**src/rtl/mrr_pkg.sv**
```systemverilog
package mrr_pkg;

  localparam int CAND_W    = 32;
  localparam int WITNESS_W = 32;

  typedef enum logic [3:0] {
    ST_IDLE,
    ST_SPLIT,
    ST_REM,
    ST_POW,
    ST_PMUL,
    ST_PSQR,
    ST_SQ,
    ST_XSQR,
    ST_DONE
  } st_t;

endpackage

```
**src/rtl/mrr_if.sv**
```systemverilog
interface mrr_in_if
  import mrr_pkg::*;
();
  logic                 valid;
  logic                 ready;
  logic [CAND_W-1:0]    candidate;
  logic [WITNESS_W-1:0] witness;
  logic                 last_round;

  modport source (output valid, candidate, witness, last_round, input ready);
  modport sink   (input valid, candidate, witness, last_round, output ready);
endinterface

interface mrr_out_if;
  logic valid;
  logic ready;
  logic probable_prime;
  logic final_res;

  modport source (output valid, probable_prime, final_res, input ready);
  modport sink   (input valid, probable_prime, final_res, output ready);
endinterface

```
**src/rtl/miller_rabin_round.sv**
```systemverilog
// One Miller-Rabin round per input transaction on an unsigned candidate, with
// the base taken as witness mod (candidate-1) plus 1. Every input transaction
// yields exactly one result transaction; probable_prime is the AND of this
// candidate's rounds so far and re-arms to 1 after the transaction flagged
// last_round. Candidates below two and even candidates other than two are
// rejected straight from idle, with no arithmetic. Other candidates first
// strip the factors of two from candidate-1, then reduce the base, and then
// run one pass of the shared shift-and-add modular multiplier per multiply
// or square (one multiplier bit per cycle); a round of a full-width candidate
// takes up to about 2*WIDTH such passes. in_ch.ready is high only while the
// block is idle; a finished result waits in an output register.
module miller_rabin_round
  import mrr_pkg::*;
#(
  parameter int WIDTH = 32
) (
  input  logic      clk,
  input  logic      rst_n,
  mrr_in_if.sink    in_ch,
  mrr_out_if.source out_ch
);

  localparam int KW = $clog2(WIDTH);

  st_t                  state_r, state_nxt;
  logic [WIDTH-1:0]     p_r, p_nxt;
  logic [WIDTH-1:0]     pm1_r, pm1_nxt;
  logic [WIDTH-1:0]     e_r, e_nxt;
  logic [WIDTH-1:0]     acc_r, acc_nxt;
  logic [WIDTH-1:0]     y_r, y_nxt;
  logic [WITNESS_W-1:0] w_r, w_nxt;
  logic [KW-1:0]        r_r, r_nxt;
  logic [KW-1:0]        k_r, k_nxt;
  logic                 last_r, last_nxt;
  logic                 pass_r, pass_nxt;
  logic                 rounds_passed_r, rounds_passed_nxt;
  logic                 out_valid_r, out_valid_nxt;
  logic                 out_pp_r, out_pp_nxt;
  logic                 out_final_r, out_final_nxt;

  logic             in_fire;
  logic             out_load;
  logic             verdict;
  logic [WIDTH-1:0] cand_w;
  logic             cand_bad;
  logic             mm_start, mm_done;
  logic [WIDTH-1:0] mm_a, mm_b, mm_res;
  logic             rem_start, rem_done;
  logic [WIDTH-1:0] rem_res;

  if (WIDTH > CAND_W) begin : g_ext
    assign cand_w = {{(WIDTH - CAND_W){1'b0}}, in_ch.candidate};
  end else if (WIDTH == CAND_W) begin : g_same
    assign cand_w = in_ch.candidate;
  end else begin : g_trunc
    assign cand_w = in_ch.candidate[WIDTH-1:0];
  end

  // below two, or even and not two
  assign cand_bad = (cand_w[WIDTH-1:1] == '0) ||
                    (!cand_w[0] && cand_w != WIDTH'(2));

  assign in_fire        = in_ch.valid && in_ch.ready;
  assign in_ch.ready    = (state_r == ST_IDLE);
  assign out_ch.valid   = out_valid_r;
  assign out_ch.probable_prime = out_pp_r;
  assign out_ch.final_res      = out_final_r;
  assign verdict        = rounds_passed_r & pass_r;

  mrr_modmul #(.WIDTH(WIDTH)) u_modmul (
    .clk   (clk),
    .rst_n (rst_n),
    .start (mm_start),
    .a     (mm_a),
    .b     (mm_b),
    .m     (p_r),
    .done  (mm_done),
    .res   (mm_res)
  );

  mrr_rem #(.WIDTH(WIDTH)) u_rem (
    .clk   (clk),
    .rst_n (rst_n),
    .start (rem_start),
    .num   (w_r),
    .m     (pm1_r),
    .done  (rem_done),
    .res   (rem_res)
  );

  always_comb begin
    state_nxt         = state_r;
    p_nxt             = p_r;
    pm1_nxt           = pm1_r;
    e_nxt             = e_r;
    acc_nxt           = acc_r;
    y_nxt             = y_r;
    w_nxt             = w_r;
    r_nxt             = r_r;
    k_nxt             = k_r;
    last_nxt          = last_r;
    pass_nxt          = pass_r;
    rounds_passed_nxt = rounds_passed_r;
    out_pp_nxt        = out_pp_r;
    out_final_nxt     = out_final_r;
    out_load          = 1'b0;
    mm_start          = 1'b0;
    mm_a              = acc_r;
    mm_b              = y_r;
    rem_start         = 1'b0;

    unique case (state_r)
      ST_IDLE: begin
        if (in_fire) begin
          p_nxt    = cand_w;
          pm1_nxt  = cand_w - WIDTH'(1);
          e_nxt    = cand_w - WIDTH'(1);
          w_nxt    = in_ch.witness;
          last_nxt = in_ch.last_round;
          r_nxt    = '0;
          pass_nxt = 1'b0;
          state_nxt = cand_bad ? ST_DONE : ST_SPLIT;
        end
      end
      ST_SPLIT: begin
        // strip factors of two from candidate-1, leaving the odd part
        if (!e_r[0]) begin
          e_nxt = e_r >> 1;
          r_nxt = r_r + KW'(1);
        end else begin
          rem_start = 1'b1;
          state_nxt = ST_REM;
        end
      end
      ST_REM: begin
        if (rem_done) begin
          y_nxt     = rem_res + WIDTH'(1);
          acc_nxt   = WIDTH'(1);
          state_nxt = ST_POW;
        end
      end
      ST_POW: begin
        if (e_r[0]) begin
          mm_start  = 1'b1;
          state_nxt = ST_PMUL;
        end else if (e_r[WIDTH-1:1] != '0) begin
          mm_start  = 1'b1;
          mm_a      = y_r;
          state_nxt = ST_PSQR;
        end else begin
          k_nxt     = '0;
          state_nxt = ST_SQ;
        end
      end
      ST_PMUL: begin
        if (mm_done) begin
          acc_nxt   = mm_res;
          e_nxt     = {e_r[WIDTH-1:1], 1'b0};
          state_nxt = ST_POW;
        end
      end
      ST_PSQR: begin
        if (mm_done) begin
          y_nxt     = mm_res;
          e_nxt     = e_r >> 1;
          state_nxt = ST_POW;
        end
      end
      ST_SQ: begin
        if (k_r != r_r && acc_r != WIDTH'(1) && acc_r != pm1_r) begin
          mm_start  = 1'b1;
          mm_b      = acc_r;
          state_nxt = ST_XSQR;
        end else begin
          pass_nxt  = (acc_r == pm1_r) || (k_r == '0);
          state_nxt = ST_DONE;
        end
      end
      ST_XSQR: begin
        if (mm_done) begin
          acc_nxt   = mm_res;
          k_nxt     = k_r + KW'(1);
          state_nxt = ST_SQ;
        end
      end
      ST_DONE: begin
        if (!out_valid_r || out_ch.ready) begin
          out_load          = 1'b1;
          out_pp_nxt        = verdict;
          out_final_nxt     = last_r;
          rounds_passed_nxt = last_r ? 1'b1 : verdict;
          state_nxt         = ST_IDLE;
        end
      end
      default: begin
        state_nxt = ST_IDLE;
      end
    endcase

    if (out_load) begin
      out_valid_nxt = 1'b1;
    end else if (out_ch.ready) begin
      out_valid_nxt = 1'b0;
    end else begin
      out_valid_nxt = out_valid_r;
    end
  end

  always_ff @(posedge clk) begin
    if (!rst_n) begin
      state_r         <= ST_IDLE;
      rounds_passed_r <= 1'b1;
      out_valid_r     <= 1'b0;
    end else begin
      state_r         <= state_nxt;
      rounds_passed_r <= rounds_passed_nxt;
      out_valid_r     <= out_valid_nxt;
    end
  end

  always_ff @(posedge clk) begin
    p_r         <= p_nxt;
    pm1_r       <= pm1_nxt;
    e_r         <= e_nxt;
    acc_r       <= acc_nxt;
    y_r         <= y_nxt;
    w_r         <= w_nxt;
    r_r         <= r_nxt;
    k_r         <= k_nxt;
    last_r      <= last_nxt;
    pass_r      <= pass_nxt;
    out_pp_r    <= out_pp_nxt;
    out_final_r <= out_final_nxt;
  end

  a_mm_done_in_wait: assert property (@(posedge clk) disable iff (!rst_n)
    mm_done |-> (state_r == ST_PMUL || state_r == ST_PSQR || state_r == ST_XSQR))
    else $error("multiplier finished outside a wait state");

  a_sq_count: assert property (@(posedge clk) disable iff (!rst_n)
    state_r == ST_SQ |-> k_r <= r_r)
    else $error("squaring count ran past the power of two");

  a_x_reduced: assert property (@(posedge clk) disable iff (!rst_n)
    state_r == ST_SQ |-> acc_r < p_r)
    else $error("residue not reduced below candidate");

  a_rearm: assert property (@(posedge clk) disable iff (!rst_n)
    (out_load && last_r) |=> rounds_passed_r)
    else $error("verdict did not re-arm after closing round");

endmodule

```
**src/rtl/mrr_rem.sv**
```systemverilog
module mrr_rem
  import mrr_pkg::*;
#(
  parameter int WIDTH = 32
) (
  input  logic                 clk,
  input  logic                 rst_n,
  input  logic                 start,
  input  logic [WITNESS_W-1:0] num,
  input  logic [WIDTH-1:0]     m,
  output logic                 done,
  output logic [WIDTH-1:0]     res
);

  localparam int CW = $clog2(WITNESS_W + 1);

  logic                 busy_r;
  logic [CW-1:0]        cnt_r;
  logic [WITNESS_W-1:0] num_r;
  logic [WIDTH-1:0]     m_r;
  logic [WIDTH-1:0]     rem_r;
  logic [WIDTH:0]       shifted;
  logic [WIDTH:0]       diff;

  // restoring division, one dividend bit per cycle, msb first
  assign shifted = {rem_r, num_r[WITNESS_W-1]};
  assign diff    = shifted - {1'b0, m_r};
  assign done    = busy_r && (cnt_r == '0);
  assign res     = rem_r;

  always_ff @(posedge clk) begin
    if (!rst_n) begin
      busy_r <= 1'b0;
    end else if (start) begin
      busy_r <= 1'b1;
    end else if (done) begin
      busy_r <= 1'b0;
    end
  end

  always_ff @(posedge clk) begin
    if (start) begin
      cnt_r <= CW'(WITNESS_W);
      num_r <= num;
      m_r   <= m;
      rem_r <= '0;
    end else if (busy_r && cnt_r != '0) begin
      cnt_r <= cnt_r - CW'(1);
      num_r <= num_r << 1;
      rem_r <= diff[WIDTH] ? shifted[WIDTH-1:0] : diff[WIDTH-1:0];
    end
  end

endmodule

```
**src/rtl/mrr_modmul.sv**
```systemverilog
module mrr_modmul #(
  parameter int WIDTH = 32
) (
  input  logic             clk,
  input  logic             rst_n,
  input  logic             start,
  input  logic [WIDTH-1:0] a,
  input  logic [WIDTH-1:0] b,
  input  logic [WIDTH-1:0] m,
  output logic             done,
  output logic [WIDTH-1:0] res
);

  logic             busy_r;
  logic [WIDTH-1:0] acc_r;
  logic [WIDTH-1:0] y_r;
  logic [WIDTH-1:0] b_r;
  logic [WIDTH-1:0] m_r;

  // x + y mod m, both operands already below m
  function automatic logic [WIDTH-1:0] add_mod(input logic [WIDTH-1:0] x,
                                               input logic [WIDTH-1:0] y,
                                               input logic [WIDTH-1:0] md);
    logic [WIDTH:0] sum;
    logic [WIDTH:0] dif;
    sum = {1'b0, x} + {1'b0, y};
    dif = sum - {1'b0, md};
    add_mod = dif[WIDTH] ? sum[WIDTH-1:0] : dif[WIDTH-1:0];
  endfunction

  assign done = busy_r && (b_r == '0);
  assign res  = acc_r;

  always_ff @(posedge clk) begin
    if (!rst_n) begin
      busy_r <= 1'b0;
    end else if (start) begin
      busy_r <= 1'b1;
    end else if (done) begin
      busy_r <= 1'b0;
    end
  end

  // shift-and-add over the multiplier bits, lsb first, early exit on zero
  always_ff @(posedge clk) begin
    if (start) begin
      acc_r <= '0;
      y_r   <= a;
      b_r   <= b;
      m_r   <= m;
    end else if (busy_r && b_r != '0) begin
      if (b_r[0]) begin
        acc_r <= add_mod(acc_r, y_r, m_r);
      end
      y_r <= add_mod(y_r, y_r, m_r);
      b_r <= b_r >> 1;
    end
  end

endmodule
```
**src/flat_wrapper.sv**
```systemverilog
// flat-port wrapper written by rule: the top's interface ports become plain ports
module miller_rabin_round_flat import mrr_pkg::*;
#(
  parameter int WIDTH = 32
)
  (clk, rst_n, in_ch_valid, in_ch_candidate, in_ch_witness, in_ch_last_round, in_ch_ready, out_ch_valid, out_ch_probable_prime, out_ch_final_res, out_ch_ready);
  mrr_in_if in_ch_i ();
  mrr_out_if out_ch_i ();
  input  logic clk;
  input  logic rst_n;
  input wire logic [$bits(in_ch_i.valid)-1:0] in_ch_valid;
  input wire logic [$bits(in_ch_i.candidate)-1:0] in_ch_candidate;
  input wire logic [$bits(in_ch_i.witness)-1:0] in_ch_witness;
  input wire logic [$bits(in_ch_i.last_round)-1:0] in_ch_last_round;
  output wire logic [$bits(in_ch_i.ready)-1:0] in_ch_ready;
  output wire logic [$bits(out_ch_i.valid)-1:0] out_ch_valid;
  output wire logic [$bits(out_ch_i.probable_prime)-1:0] out_ch_probable_prime;
  output wire logic [$bits(out_ch_i.final_res)-1:0] out_ch_final_res;
  input wire logic [$bits(out_ch_i.ready)-1:0] out_ch_ready;
  assign in_ch_i.valid = in_ch_valid;
  assign in_ch_i.candidate = in_ch_candidate;
  assign in_ch_i.witness = in_ch_witness;
  assign in_ch_i.last_round = in_ch_last_round;
  assign in_ch_ready = in_ch_i.ready;
  assign out_ch_valid = out_ch_i.valid;
  assign out_ch_probable_prime = out_ch_i.probable_prime;
  assign out_ch_final_res = out_ch_i.final_res;
  assign out_ch_i.ready = out_ch_ready;
  miller_rabin_round #(.WIDTH(WIDTH)) u_core (.clk(clk), .rst_n(rst_n), .in_ch(in_ch_i), .out_ch(out_ch_i));
endmodule
```
**config.mk**
```make
export PLATFORM = sky130hd
export DESIGN_NAME = miller_rabin_round_flat
export DESIGN_NICKNAME = d
export VERILOG_FILES = /design/src/rtl/mrr_pkg.sv /design/src/rtl/mrr_if.sv /design/src/rtl/miller_rabin_round.sv /design/src/rtl/mrr_rem.sv /design/src/rtl/mrr_modmul.sv /design/src/flat_wrapper.sv
export SDC_FILE = /design/constraint.sdc
export NUM_CORES = 1
export LEC_CHECK = 0
export BUFFER_PORTS_ARGS = -buffer_cell sky130_fd_sc_hd__buf_4
export CAP_MARGIN = 20
export CELL_PAD_IN_SITES_DETAIL_PLACEMENT = 1
export CELL_PAD_IN_SITES_GLOBAL_PLACEMENT = 1
export CORE_MARGIN = 2
export CORE_UTILIZATION = 45
export CTS_CLUSTER_DIAMETER = 40
export DETAILED_ROUTE_END_ITERATION = 16
export GPL_TIMING_DRIVEN = 0
export PLACE_DENSITY_LB_ADDON = 0.25
export SLEW_MARGIN = 25
export SYNTH_ARGS = -nofsm -noshare
export SYNTH_HDL_FRONTEND = slang
export SYNTH_SLANG_ARGS = --single-unit
```
**constraint.sdc**
```tcl
create_clock -name clk -period 5.2 [get_ports clk]
set_input_delay 0.78 -clock clk [delete_from_list [all_inputs] [get_ports clk]]
set_output_delay 0.78 -clock clk [all_outputs]
set_load 0.01 [all_outputs]
```
# [Yosys cells after proc, flatten, opt, wreduce, memory -nomap -nowiden]
# Cells that the tools add are included.
[totals] ff_bits=444 in_bits=69 out_inout_bits=4 word_cells=170
[classes] addsub=10 n_eq_ne=26 muxes=60 bitwise_logic=2 reduce_logical=46
[ops] operator="$mux 32" count=20
[ops] operator="$pmux 32 s2" count=2
[ops] operator="$pmux 32 s4" count=1
[ops] operator="$sub 33x32->33" count=3
[ops] operator="$add 32x32->33" count=2
[ops] operator="$mux 4" count=9
[ops] operator="$add 32x1->32 const B" count=1
[ops] operator="$eq 32x32->1" count=1
[ops] operator="$logic_not 32->1" count=1
[ops] operator="$ne 32x1->1 const B" count=1
[ops] operator="$ne 32x2->1 const B" count=1
[ops] operator="$ne 32x32->1" count=1
[ops] operator="$pmux 4 s8" count=1
[ops] operator="$reduce_bool 32->1" count=1
[ops] operator="$sub 32x1->32 const B" count=1
[ops] operator="$logic_not 31->1" count=1
[ops] operator="$reduce_bool 31->1" count=1
[ops] operator="$mux 5" count=5
[ops] operator="$pmux 5 s2" count=2
[ops] operator="$reduce_bool 2->1" count=10
[ops] operator="$mux 1" count=17
[ops] operator="$eq 4x3->1 const B" count=4
[ops] operator="$ne 2x1->1 const B" count=8
[ops] operator="$reduce_and 3->1" count=4
[ops] operator="25 further kinds" count=46

# [Depth between registers and ports, before layout]
# Gate-level depths: netlist of the first run.
[logic_depth] depth_word=6 mapped_depth=25 depth_no_buf=22

# [Cells and area by module]
# A second synthesis of the first run with hierarchy kept.
[hier_totals] cells_unflattened=2629 area_unflattened_um2=27301.2
[by_module_without_submodules] module="mrr_modmul" instances=1 cells_each=1183 area_per_inst_um2=10650.2 seq_area_each_um2=3543.4
[by_module_without_submodules] module="miller_rabin_round" instances=1 cells_each=844 area_per_inst_um2=10366.2 seq_area_each_um2=6306.0
[by_module_without_submodules] module="mrr_rem" instances=1 cells_each=602 area_per_inst_um2=6284.8 seq_area_each_um2=2702.6

# [Least setup slack after synthesis of the first run]
# OpenSTA, ideal clock, no wires.
[synth_path] path_type="register to register" start="register u_core.u_modmul.y_r[0]" end="register u_core.u_modmul.acc_r[7] (netlist: u_core.u_modmul.res[7])" setup_ns=0.121 t_arrival_ns=4.711 t_required_ns=5.079 setup_slack_ns=0.368 path_stages_with_launch=26 path_buffers=3 synth_period_minus_slack_ns=4.832 path_cell_list="edfxtp_1 -> ha_1 -> fa_1 -> a211oi_1 -> o21bai_1 -> o21ai_0 -> nor2_1 -> nor2_1 -> nor3_1 -> nor3_1 -> xnor2_1 -> ha_1 -> clkbuf_1 -> nand4_1 -> nor3_1 -> o2111ai_1 -> nand4_1 -> a31oi_1 -> o21ai_1 -> a31oi_1 -> xnor2_1 -> buf_2 -> buf_2 -> nand2_1 -> o31ai_1 -> nor2_1"
[synth_between] elab_chain_cells=3
[synth_rtl] item="start: declaration" line_no="mrr_modmul.sv:16" text="logic [WIDTH-1:0] y_r;"
[synth_rtl] item="start signal: assignment" line_no="mrr_modmul.sv:55" text="y_r <= add_mod(y_r, y_r, m_r);"
[synth_rtl] item="$add 32x32->33 (*)" line_no="mrr_modmul.sv:26" text="sum = {1'b0, x} + {1'b0, y};"
[synth_rtl] item="$sub 33x32->33" line_no="mrr_modmul.sv:27" text="dif = sum - {1'b0, md};"
[synth_rtl] item="$mux 32 (*)" line_no="mrr_modmul.sv:28" text="add_mod = dif[WIDTH] ? sum[WIDTH-1:0] : dif[WIDTH-1:0];"
[synth_rtl] item="end signal: assignment" line_no="mrr_modmul.sv:53" text="acc_r <= add_mod(acc_r, y_r, m_r);"
[synth_rtl] item="end: declaration" line_no="mrr_modmul.sv:15" text="logic [WIDTH-1:0] acc_r;"
# Mark *: on every way between the ends. The rest lies on a longest branch, timed or not.
# A chain may end at the register's enable or synchronous reset.

# [Worst setup path in the final report of the first run]
[layout_path] start="register u_core.u_modmul.y_r[1]" end="register u_core.u_modmul.acc_r[3] (netlist: u_core.u_modmul.res[3])"
# Same word-level chain as after synthesis.

==> impl.org, run 1 <==
** Route
- Number of iterations in the first detailed-routing pass :: 5
- Wire segments on met3 add up to 6060 µm in the final route.
- Detailed-route via count :: 21200
- Signal routing reaches up to met4.
- Met2 WL post-DR :: 41100 µm
- Drt wl/cell :: 24.4 µm
- Wire length reported by the detailed router :: 87000 µm
- Antenna Nets Post-Route :: 0
- Iteration-0 DRC Markers :: 1646
- For this block, wires on met1 add up to 37100 µm.
- Mean number of vias per cell :: 5.95
- After detailed routing, the number of remaining DRC violations is 0.

** Placement
- Total cell area at the placement stage :: 0.0275 mm²
- Before CTS, the worst setup slack after placement is -1.72 ns.
- Number of port buffers :: 72
- Placed cell count :: 3400
- Final weighted congestion of routability-driven global placement :: 0.930
- Final HPWL from detailed placement :: 65100 µm

** Worst setup path
- STA puts the critical path data required time at 5.67 ns.
- Largest incremental delay on the critical path :: 0.47 ns
- Dominant delay contributor by cell family on the critical path :: compound AO/OA/AOI/OAI gates
- Largest driver fanout on the critical path :: 5
- Cell at the slowest stage of the critical path :: sky130_fd_sc_hd__edfxtp_1
- Walking the worst path, the cells encountered are buf_6, fa_2, a211oi_2, o21bai_2, o21ai_2, nor2_1, nor2_2, o21a_1, o31ai_1, xor2_1, ha_1, nand3_4, nor3_4, o2111ai_4, nand4_1, a31oi_2, o21ai_2, a31oi_2, xnor2_2, buf_6, buf_12, mux2i_4, a21oi_1.
- The worst register-to-register path has a depth of 23.
- Endpoint class of the critical path :: flip-flop
- Worst Path Buf+Inv :: 3
- In this run the critical register-to-register path is launched from u_core.u_modmul.y_r[1]$_DFFE_PP_.
- The worst setup path is launched from a flip-flop.
- Across all register-to-register paths, the minimum setup slack is -0.03 ns.
- By startpoint and endpoint, the worst setup path is classified as reg2reg.
- Arrival time reported for the critical path endpoint :: 5.70 ns
- In this run the critical register-to-register path is captured at u_core.u_modmul.res[3]$_SDFFE_PP0P_.

** STA
- For this run, the top clock speed supported by timing is 0.191 GHz.
- Final Hold Violating Endpoints :: 0
- The count of pins over their slew limit is 0.
- Worst setup slack after layout :: -0.0275 ns
- Finish-stage setup viols :: 2
- Worst slew margin :: 31.0%
- Setup repair after global routing could not meet its margin everywhere.
- For the pin with the worst max-slew slack, the measured transition is 1.04 ns.
- Minimum clock period after layout :: 5.23 ns
- Final period util :: 101%
- Clock skew on the completed layout was measured at 0.0327 ns.

** Yosys
- Main synth FF type :: sky130_fd_sc_hd__edfxtp_1
- Net count after synthesis :: 2771
- Average footprint of a synthesized cell :: 10.1 µm²
- Post-synthesis sequential area ratio :: 48.6%
- After synthesis the cells add up to 0.0258 mm².
- In the synthesized netlist, the number of instances is 2563.
- The synthesized design devotes to its leading area cell type 42.5% of total area.
- Synth top area cells :: sky130_fd_sc_hd__edfxtp_1 43%, sky130_fd_sc_hd__ha_1 6.5%, sky130_fd_sc_hd__dfxtp_1 6.0%
- Counting flops with an async set or reset pin after synthesis yields a share of 0%.
- Warnings, synthesis :: 0
- In the post-synthesis netlist, the cell with the most instances is sky130_fd_sc_hd__edfxtp_1.
- The synthesized design spends more area on one cell type than any other, namely sky130_fd_sc_hd__edfxtp_1.
- Most frequent cells after synthesis :: 366 x sky130_fd_sc_hd__edfxtp_1, 334 x sky130_fd_sc_hd__nand2_1, 196 x sky130_fd_sc_hd__a21oi_1
- Post-synthesis sequential element count :: 444
- Yosys mapped the design onto 80 distinct sky130hd cell types.
- The synthesized design contains 366 enable-type register cells.

** Worst hold path
- Hold depth :: 1
- In this run the worst hold path is classified as in2reg.
- Startpoint of the most critical hold path :: in_ch_witness[14]
- The worst hold path terminates at u_core.w_r[14]$_DFFE_PP_.

** Pwr
- IR analysis of the VDD net gives a maximum drop of 0.467 mV.
- Post-layout power :: 21.3 mW
- Power spread over the standard cell area amounts to 687 mW/mm².
- Static leakage :: 12.3 nW

** Final layout
- The area growth from synthesis to layout is 19.7%.
- Fillers :: 6195
- Summing all non-filler instances in the final layout gives an area of 0.0309 mm².
- The number of antenna diodes in the final layout is 0.
- Total number of nets in the final design :: 2953
- Excluding fillers, the count of instances in the completed layout stands at 3565.
- Of the cells placed in the final design, the portion with a size suffix greater than 1 is 13.1%.

** Floorplanning
- The die is 244 µm wide.
- The floorplan step defined a die boundary enclosing 0.0594 mm².
- For this configuration, the core starts out at a cell density of 45.7%.
- Total number of placement rows :: 87
- Core footprint :: 0.0566 mm²
- Ports :: 73
- In this run the vertical extent of the chip is 244 µm.

** Clock tree
- Level count of the clock H-tree :: 3
- The tree is rooted in a sky130_fd_sc_hd__clkbuf_16.
- The clock passes through at most 3 buffers.
- TritonCTS created 77 clock buffers.
- Counting every sink on the clock net gives 444.
- TritonCTS built the clock tree.
- The later pin in the worst-skew pair is clocked with a latency of 0.64 ns.
- Clock-pin slew was measured on the worst setup and hold paths at 0.06 ns.

** GRT
- The number of global-route vias before repair is 22100.
- Aggregate global-route resource usage :: 29.0%
- Total global routing overflow :: 0
- The first global-routing pass estimated 131000 µm of wire.
- The number of antenna violations at the first check in global routing was 0.
- Entering global routing, the biggest net connects 64 pins.

** Outcome
- Failing checks :: setup timing
- The flow ran to the end, but the final reports show violations.

** Run
- Max-capacitance violation count :: 0
[metal layers]
layer	up-vias	global-route usage, %
li1	9770	-
met2	607	46.4
met3	166	7.93
met4	0	11.0
met1	10700	37.6
met5	-	0
[power by group]
group	leakage [nW]	internal, mW	switching (mW)
combinational	6.87	4.11	5.96
clock	1.29	3.22	2.04
sequential	4.13	5.07	0.879
[worst max path at each step]
stage                                     start                              endpoint  slack, ns  cells past startpoint
6_report       u_core.u_modmul.y_r[1]$_DFFE_PP_   u_core.u_modmul.res[3]$_SDFFE_PP0P_      -0.03                     23
3_3_place_gp   u_core.u_modmul.y_r[0]$_DFFE_PP_   u_core.u_modmul.res[7]$_SDFFE_PP0P_      -1.63                     25
5_1_grt        u_core.u_modmul.y_r[1]$_DFFE_PP_   u_core.u_modmul.res[0]$_SDFFE_PP0P_      -0.26                     24
2_1_floorplan  u_core.u_modmul.y_r[0]$_DFFE_PP_   u_core.u_modmul.res[7]$_SDFFE_PP0P_       0.37                     25
3_5_place_dp   u_core.u_modmul.y_r[0]$_DFFE_PP_   u_core.u_modmul.res[7]$_SDFFE_PP0P_      -1.72                     25
4_1_cts        u_core.u_modmul.y_r[0]$_DFFE_PP_  u_core.u_modmul.res[19]$_SDFFE_PP0P_       0.01                     23
[metrics by stage]
step / hold slack (ns) / TNS (ns) / utilization (%)
floorplan: 0.400 / 0 / -
global route: 0.286 / -6.29 / 54.7
global placement: 0.402 / -164.32 / 48.3
detailed placement: 0.405 / -51.06 / 48.6
CTS: 0.284 / 0 / 53.9
finish: 0.310 / -0.0417 / 54.7
[layout by cell type, fill, tap and decap left out, types with 8 or more instances in the layout]
cell                         synthesis  routed
sky130_fd_sc_hd__a21oi_2             1      15
sky130_fd_sc_hd__ha_1              135     123
sky130_fd_sc_hd__o21ai_0           160     153
sky130_fd_sc_hd__a211oi_1           27      23
sky130_fd_sc_hd__and2_1             53      53
sky130_fd_sc_hd__clkinvlp_4          0       9
sky130_fd_sc_hd__and3_1             18      17
sky130_fd_sc_hd__nand2_1           334     332
sky130_fd_sc_hd__buf_2              13       8
sky130_fd_sc_hd__or3_1              11      11
sky130_fd_sc_hd__xnor2_1           138     136
sky130_fd_sc_hd__nor3_1             36      27
sky130_fd_sc_hd__xor2_1             80      79
sky130_fd_sc_hd__edfxtp_1          366     366
sky130_fd_sc_hd__nor4_1             35      35
sky130_fd_sc_hd__bufinv_16           0       8
sky130_fd_sc_hd__clkbuf_16           0      78
sky130_fd_sc_hd__o31ai_1            27      26
sky130_fd_sc_hd__nand4_1            36      36
sky130_fd_sc_hd__nand3b_1            8       8
sky130_fd_sc_hd__nor2b_1            22      21
sky130_fd_sc_hd__o21a_1             19      19
sky130_fd_sc_hd__inv_6               0      14
sky130_fd_sc_hd__nand3_1            56      55
sky130_fd_sc_hd__nor2_1            140     136
sky130_fd_sc_hd__a31oi_1            29      26
sky130_fd_sc_hd__dfxtp_1            78      75
sky130_fd_sc_hd__a22o_1             30      30
sky130_fd_sc_hd__mux2i_1            61      58
sky130_fd_sc_hd__a21oi_1           196     181
sky130_fd_sc_hd__inv_1             103     102
sky130_fd_sc_hd__nand2b_1           20      20
sky130_fd_sc_hd__a22oi_1            33      33
sky130_fd_sc_hd__nor3_2              0       8
sky130_fd_sc_hd__buf_4               5     105
sky130_fd_sc_hd__o211ai_1           13      13
sky130_fd_sc_hd__a21o_1             71      71
sky130_fd_sc_hd__inv_8               0       8
sky130_fd_sc_hd__clkbuf_1           99      94
[worst reg2reg max path: cells and delay by family, from the launching register on]
kind / cells / cell delay, ns
buffers and inverters: 3 / 0.58
adders and majority gates: 2 / 0.82
DFF: 1 / 0.47
and+or+nand+nor: 5 / 0.87
muxes: 1 / 0.24
xor gates and xnor gates: 2 / 0.45
AOI/OAI and AO/OA: 10 / 1.67
[cell families after synthesis]
| logic type | share of synthesized area [%] |
|---|---|
| AOI/OAI and AO/OA | 16.3 |
| xor gates and xnor gates | 7.50 |
| adders and majority gates | 6.85 |
| buffers and inverters | 3.53 |
| DFF | 48.6 |
| muxes | 2.67 |
| and+or+nand+nor | 14.6 |
[layout make-up]
class | count | area, µm² | area share (%)
repair buffers | 109 | 935 | 3.02
plain buffers | 116 | 569 | 1.84
clock inverters | 63 | 766 | 2.47
multi-input cells | 1893 | 12800 | 41.5
clock buffers | 80 | 1940 | 6.26
well taps | 756 | 946 | 3.06
flip-flops and latches | 444 | 12600 | 40.6
inverters | 104 | 395 | 1.28
[what timing repair did]
| action | in CTS | in global routing |
|---|---|---|
| endpoints found under the setup margin | 32 | 32 |
| cloned | 0 | 1 |
| pin swaps | 12 | 29 |
| hold buffers | 0 | 0 |
| endpoints found under the hold margin | 0 | 0 |
| resized for setup | 50 | 57 |
| buffers inserted | 14 | 13 |
Note: power is estimated with default switching activity, not from simulation.
==> inputs of run 2 (changes only) <==
Settings changed: BUFFER_PORTS_ARGS -buffer_cell sky130_fd_sc_hd__buf_4 to -buffer_cell sky130_fd_sc_hd__buf_2.
Clock period 5.2 ns to 5.3 ns, I/O delays scaled along.
==> run 2 against run 1 <==
The run still ends with setup timing left; non-clock buffer count rose by 7; clock-buffer cell count rose by 2; combinational power rose by 5%; total power fell by 1.2%; worst hold slack improved by 0.049 ns; sequential share of layout area rose by 0.52 points; first-iteration DRC count rose by 10%; clock power fell by 12%; clock skew fell by 0.0067 ns; core utilization fell by 0.70 points; die area did not move; sequential power fell by 2%; highest routed layer unchanged.
==> impl.org, run 2 (synthesized netlist as in run 1, its figures left out) <==
** Final layout
- Post-route cell area :: 0.0305 mm² (was 0.0309 mm²)
- The commonest non-fill, non-tap cell in the layout is sky130_fd_sc_hd__edfxtp_1 (unchanged).
- Area growth syn-to-layout :: 18.2% (was 19.7%)
- Most used cells in the layout excluding fill and tap cells: 366 x sky130_fd_sc_hd__edfxtp_1, 330 x sky130_fd_sc_hd__nand2_1, 172 x sky130_fd_sc_hd__a21oi_1 (was 366 x sky130_fd_sc_hd__edfxtp_1, 332 x sky130_fd_sc_hd__nand2_1, 181 x sky130_fd_sc_hd__a21oi_1).
- The final design utilization was 54.0% (was 54.7%).
- Layout cell share with drive strength beyond 1 :: 13.5% (was 13.1%)
- The final layout net count came to 2951 (was 2953).
- The filler-free cell count of the finished design was 3556 (was 3565).

** Clock tree
- Insertion delay to the later sink of the worst-skew pair :: 0.61 ns (was 0.64 ns)
- The clock sink total was 444 (unchanged).
- The number of buffers inserted during clock tree synthesis came to 68 (was 77).
- The count of H-tree levels built during CTS came to 3 (unchanged).
- The clock slew at the register clock pins of the worst setup and hold paths came to 0.06 ns (about the same).
- The root buffer cell was sky130_fd_sc_hd__clkbuf_16 (unchanged).
- The clock tree from TritonCTS is built (unchanged).
- The post-cts hold buffer count came to 0 (unchanged).
- Number of buffers between clock root and the deepest sink :: 3 (unchanged)

** STA
- Worst slew margin :: 24.1% (was 31.0%)
- Worst-case clock skew :: 0.0259 ns (was 0.0327 ns)
- The worst hold margin is 0.359 ns (was 0.310 ns).
- The count of pins over their slew limit came to 0 (unchanged).
- Actual transition at the worst max-transition pin :: 1.13 ns (was 1.04 ns)
- The hold violation total from the final report is 0 (unchanged).
- Worst setup slack after layout :: -0.0311 ns (was -0.0275 ns)
- Peak clock frequency supported by timing :: 0.188 GHz (was 0.191 GHz)
- Finish-stage setup viols :: 2 (unchanged)
- The final worst-path cycle share was 101% (about the same).
- The accumulated negative setup slack is -0.0583 ns (was -0.0417 ns).
- Minimum clock period after layout :: 5.33 ns (was 5.23 ns)
- Unrepaired setup endpoints after global routing :: true (unchanged)

** Pwr
- The power density over the cells came to 688 mW/mm² (was 687 mW/mm²).
- The internal cell power came to 12.1 mW (was 12.4 mW).
- Portion of total power attributed to sequential cells :: 27.7% (was 28.0%)
- Portion of total power attributed to the clock network :: 22.0% (was 24.7%)
- The combinational fraction of design power was 50.3% (was 47.3%).
- The post-layout total power is 21.0 mW (was 21.3 mW).
- Switch Pwr :: 8.91 mW (was 8.88 mW)
- The switching share of power came to 42.4% (was 41.7%).
- The leakage power summed over all cells came to 12.1 nW (was 12.3 nW).
- The maximum vdd ir drop came to 0.470 mV (was 0.467 mV).

** Worst setup path
- The critical-path maximum fanout was 5 (unchanged).
- WP data required :: 5.76 ns (was 5.67 ns)
- Setup Crit Path Kind :: reg2reg (unchanged)
- Arrival time reported for the critical path endpoint :: 5.79 ns (was 5.70 ns)
- R2R Setup Slk :: -0.03 ns (about the same)
- The capturing element type of the critical path is a flip-flop (unchanged).
- The startpoint class of the critical path is a flip-flop (unchanged).

** Floorplanning
- Ports :: 73 (unchanged)
- Area of the die :: 0.0594 mm² (unchanged)
- The chip width came to 244 µm (unchanged).
- Vertical extent of the die :: 244 µm (unchanged)
- Core footprint :: 0.0566 mm² (unchanged)
- Total number of placement rows :: 87 (unchanged)
- Effective utilization at floorplan :: 45.7% (unchanged)

** GRT
- Total global routing overflow :: 0 (unchanged)
- Number of global-route vias before repair :: 22100 (about the same)
- First-pass GRT wire length :: 132000 µm (was 131000 µm)
- Initial antenna violation count :: 1 (was 0)
- Aggregate global-route resource usage :: 29.3% (was 29.0%)
- The largest net degree at the start of global routing came to 64 (unchanged).

** Placement
- Total cell area at the placement stage :: 0.0273 mm² (was 0.0275 mm²)
- Setup WS pre-CTS :: -1.56 ns (was -1.72 ns)
- The placed wire-length estimate after detailed placement is 66400 µm (was 65100 µm).
- The final weighted congestion in routability-driven placement was 0.908 (was 0.930).
- The number of instances in the placed design is 3399 (was 3400).
- Number of port buffers :: 72 (unchanged)

** Route
- Detailed-route via count :: 21400 (was 21200)
- The DRC violations left was 0 (unchanged).
- The final routed wirelength across all metal layers is 89200 µm (was 87000 µm).
- The routed wirelength normalized by instance count was 25.1 µm (was 24.4 µm).
- Number of iterations in the first detailed-routing pass :: 7 (was 5)
- Antenna Nets Post-Route :: 0 (unchanged)
- Mean number of vias per cell :: 6.03 (was 5.95)
- The violation count after the first detailed-route iteration is 1813 (was 1646).

** Run
- Max-capacitance violation count :: 0 (unchanged)

** Outcome
- Run status :: finished with violations (unchanged)
- Failing checks: setup timing (unchanged).

** Worst hold path
- Worst min-delay path class :: in2reg (unchanged)
==> run 2: what timing repair did <==
action | 4_1_cts | 5_1_grt
pin swaps | 8 | 65
cloned | 0 | 3
setup buffers | 11 | 20
endpoints found under the setup margin | 32 | 32
resized for setup | 32 | 112
==> run 2: final cells by class <==
| type | instances | area, µm² |
|---|---|---|
| plain buffers | 118 | 579 |
| clock buffers | 82 | 1830 |
| repair buffers | 114 | 830 |
| diodes | 3 | 7.51 |
| fillers | 6210 | 26100 |
| inverters | 104 | 395 |
| multi-input cells | 1893 | 12900 |
| well taps | 756 | 946 |
| flip-flops and latches | 444 | 12600 |
| clock inverters | 42 | 485 |
==> run 2: worst paths after layout <==
kind | endpoint | startpoint | depth (start not counted)
setup / recovery | u_core.u_modmul.res[1]$_SDFFE_PP0P_ | u_core.u_modmul.y_r[3]$_DFFE_PP_ | 22
hold / removal | u_core.w_r[28]$_DFFE_PP_ | in_ch_witness[28] | 1
setup reg to reg | u_core.u_modmul.res[1]$_SDFFE_PP0P_ | u_core.u_modmul.y_r[3]$_DFFE_PP_ | 22
hold reg to reg | u_core.u_modmul.m_r[8]$_DFFE_PP_ | u_core.p_r[8]$_DFFE_PP_ | 0
==> run 2: per-layer routing <==
metal | share of wire (%) | GRT usage, % | wire [µm] | vias up
li1 | - | - | - | 9760
met1 | 43 | 38.0 | 38200 | 10800
met2 | 47 | 47.6 | 42000 | 672
met3 | 6.4 | 6.54 | 5720 | 170
met4 | 3.7 | 11.7 | 3340 | 0
met5 | 0 | 0 | 0 | -
==> run 2: critical path: stages (launching register included) <==
cell and delay (ns):
sky130_fd_sc_hd__edfxtp_1 0.48, sky130_fd_sc_hd__ha_1 0.39, sky130_fd_sc_hd__o21ai_1 0.20, sky130_fd_sc_hd__nor2_4 0.10, sky130_fd_sc_hd__a31oi_4 0.19, sky130_fd_sc_hd__nor2b_4 0.21
sky130_fd_sc_hd__o21ai_4 0.08, sky130_fd_sc_hd__a221o_1 0.35, sky130_fd_sc_hd__a21oi_2 0.22, sky130_fd_sc_hd__xnor2_2 0.11, sky130_fd_sc_hd__ha_1 0.37, sky130_fd_sc_hd__nand4_1 0.23
sky130_fd_sc_hd__nor3_4 0.30, sky130_fd_sc_hd__o2111ai_4 0.20, sky130_fd_sc_hd__nand4_1 0.23, sky130_fd_sc_hd__a31oi_4 0.13, sky130_fd_sc_hd__o21ai_2 0.21, sky130_fd_sc_hd__a31oi_2 0.14
sky130_fd_sc_hd__xnor2_2 0.29, sky130_fd_sc_hd__buf_6 0.23, sky130_fd_sc_hd__buf_12 0.16, sky130_fd_sc_hd__mux2i_2 0.23, sky130_fd_sc_hd__a21oi_1 0.11
==> run 2: power groups by stage <==
stage          Sequential [mW]  Clock, mW  Combinational [mW]
4_1_cts                   5.80       4.66                8.92
3_3_place_gp              5.87          0                8.14
6_report                  5.82       4.62                10.6
5_1_grt                   5.89       4.80                11.4
2_1_floorplan             5.46          0                6.26
3_5_place_dp              5.84          0                8.55
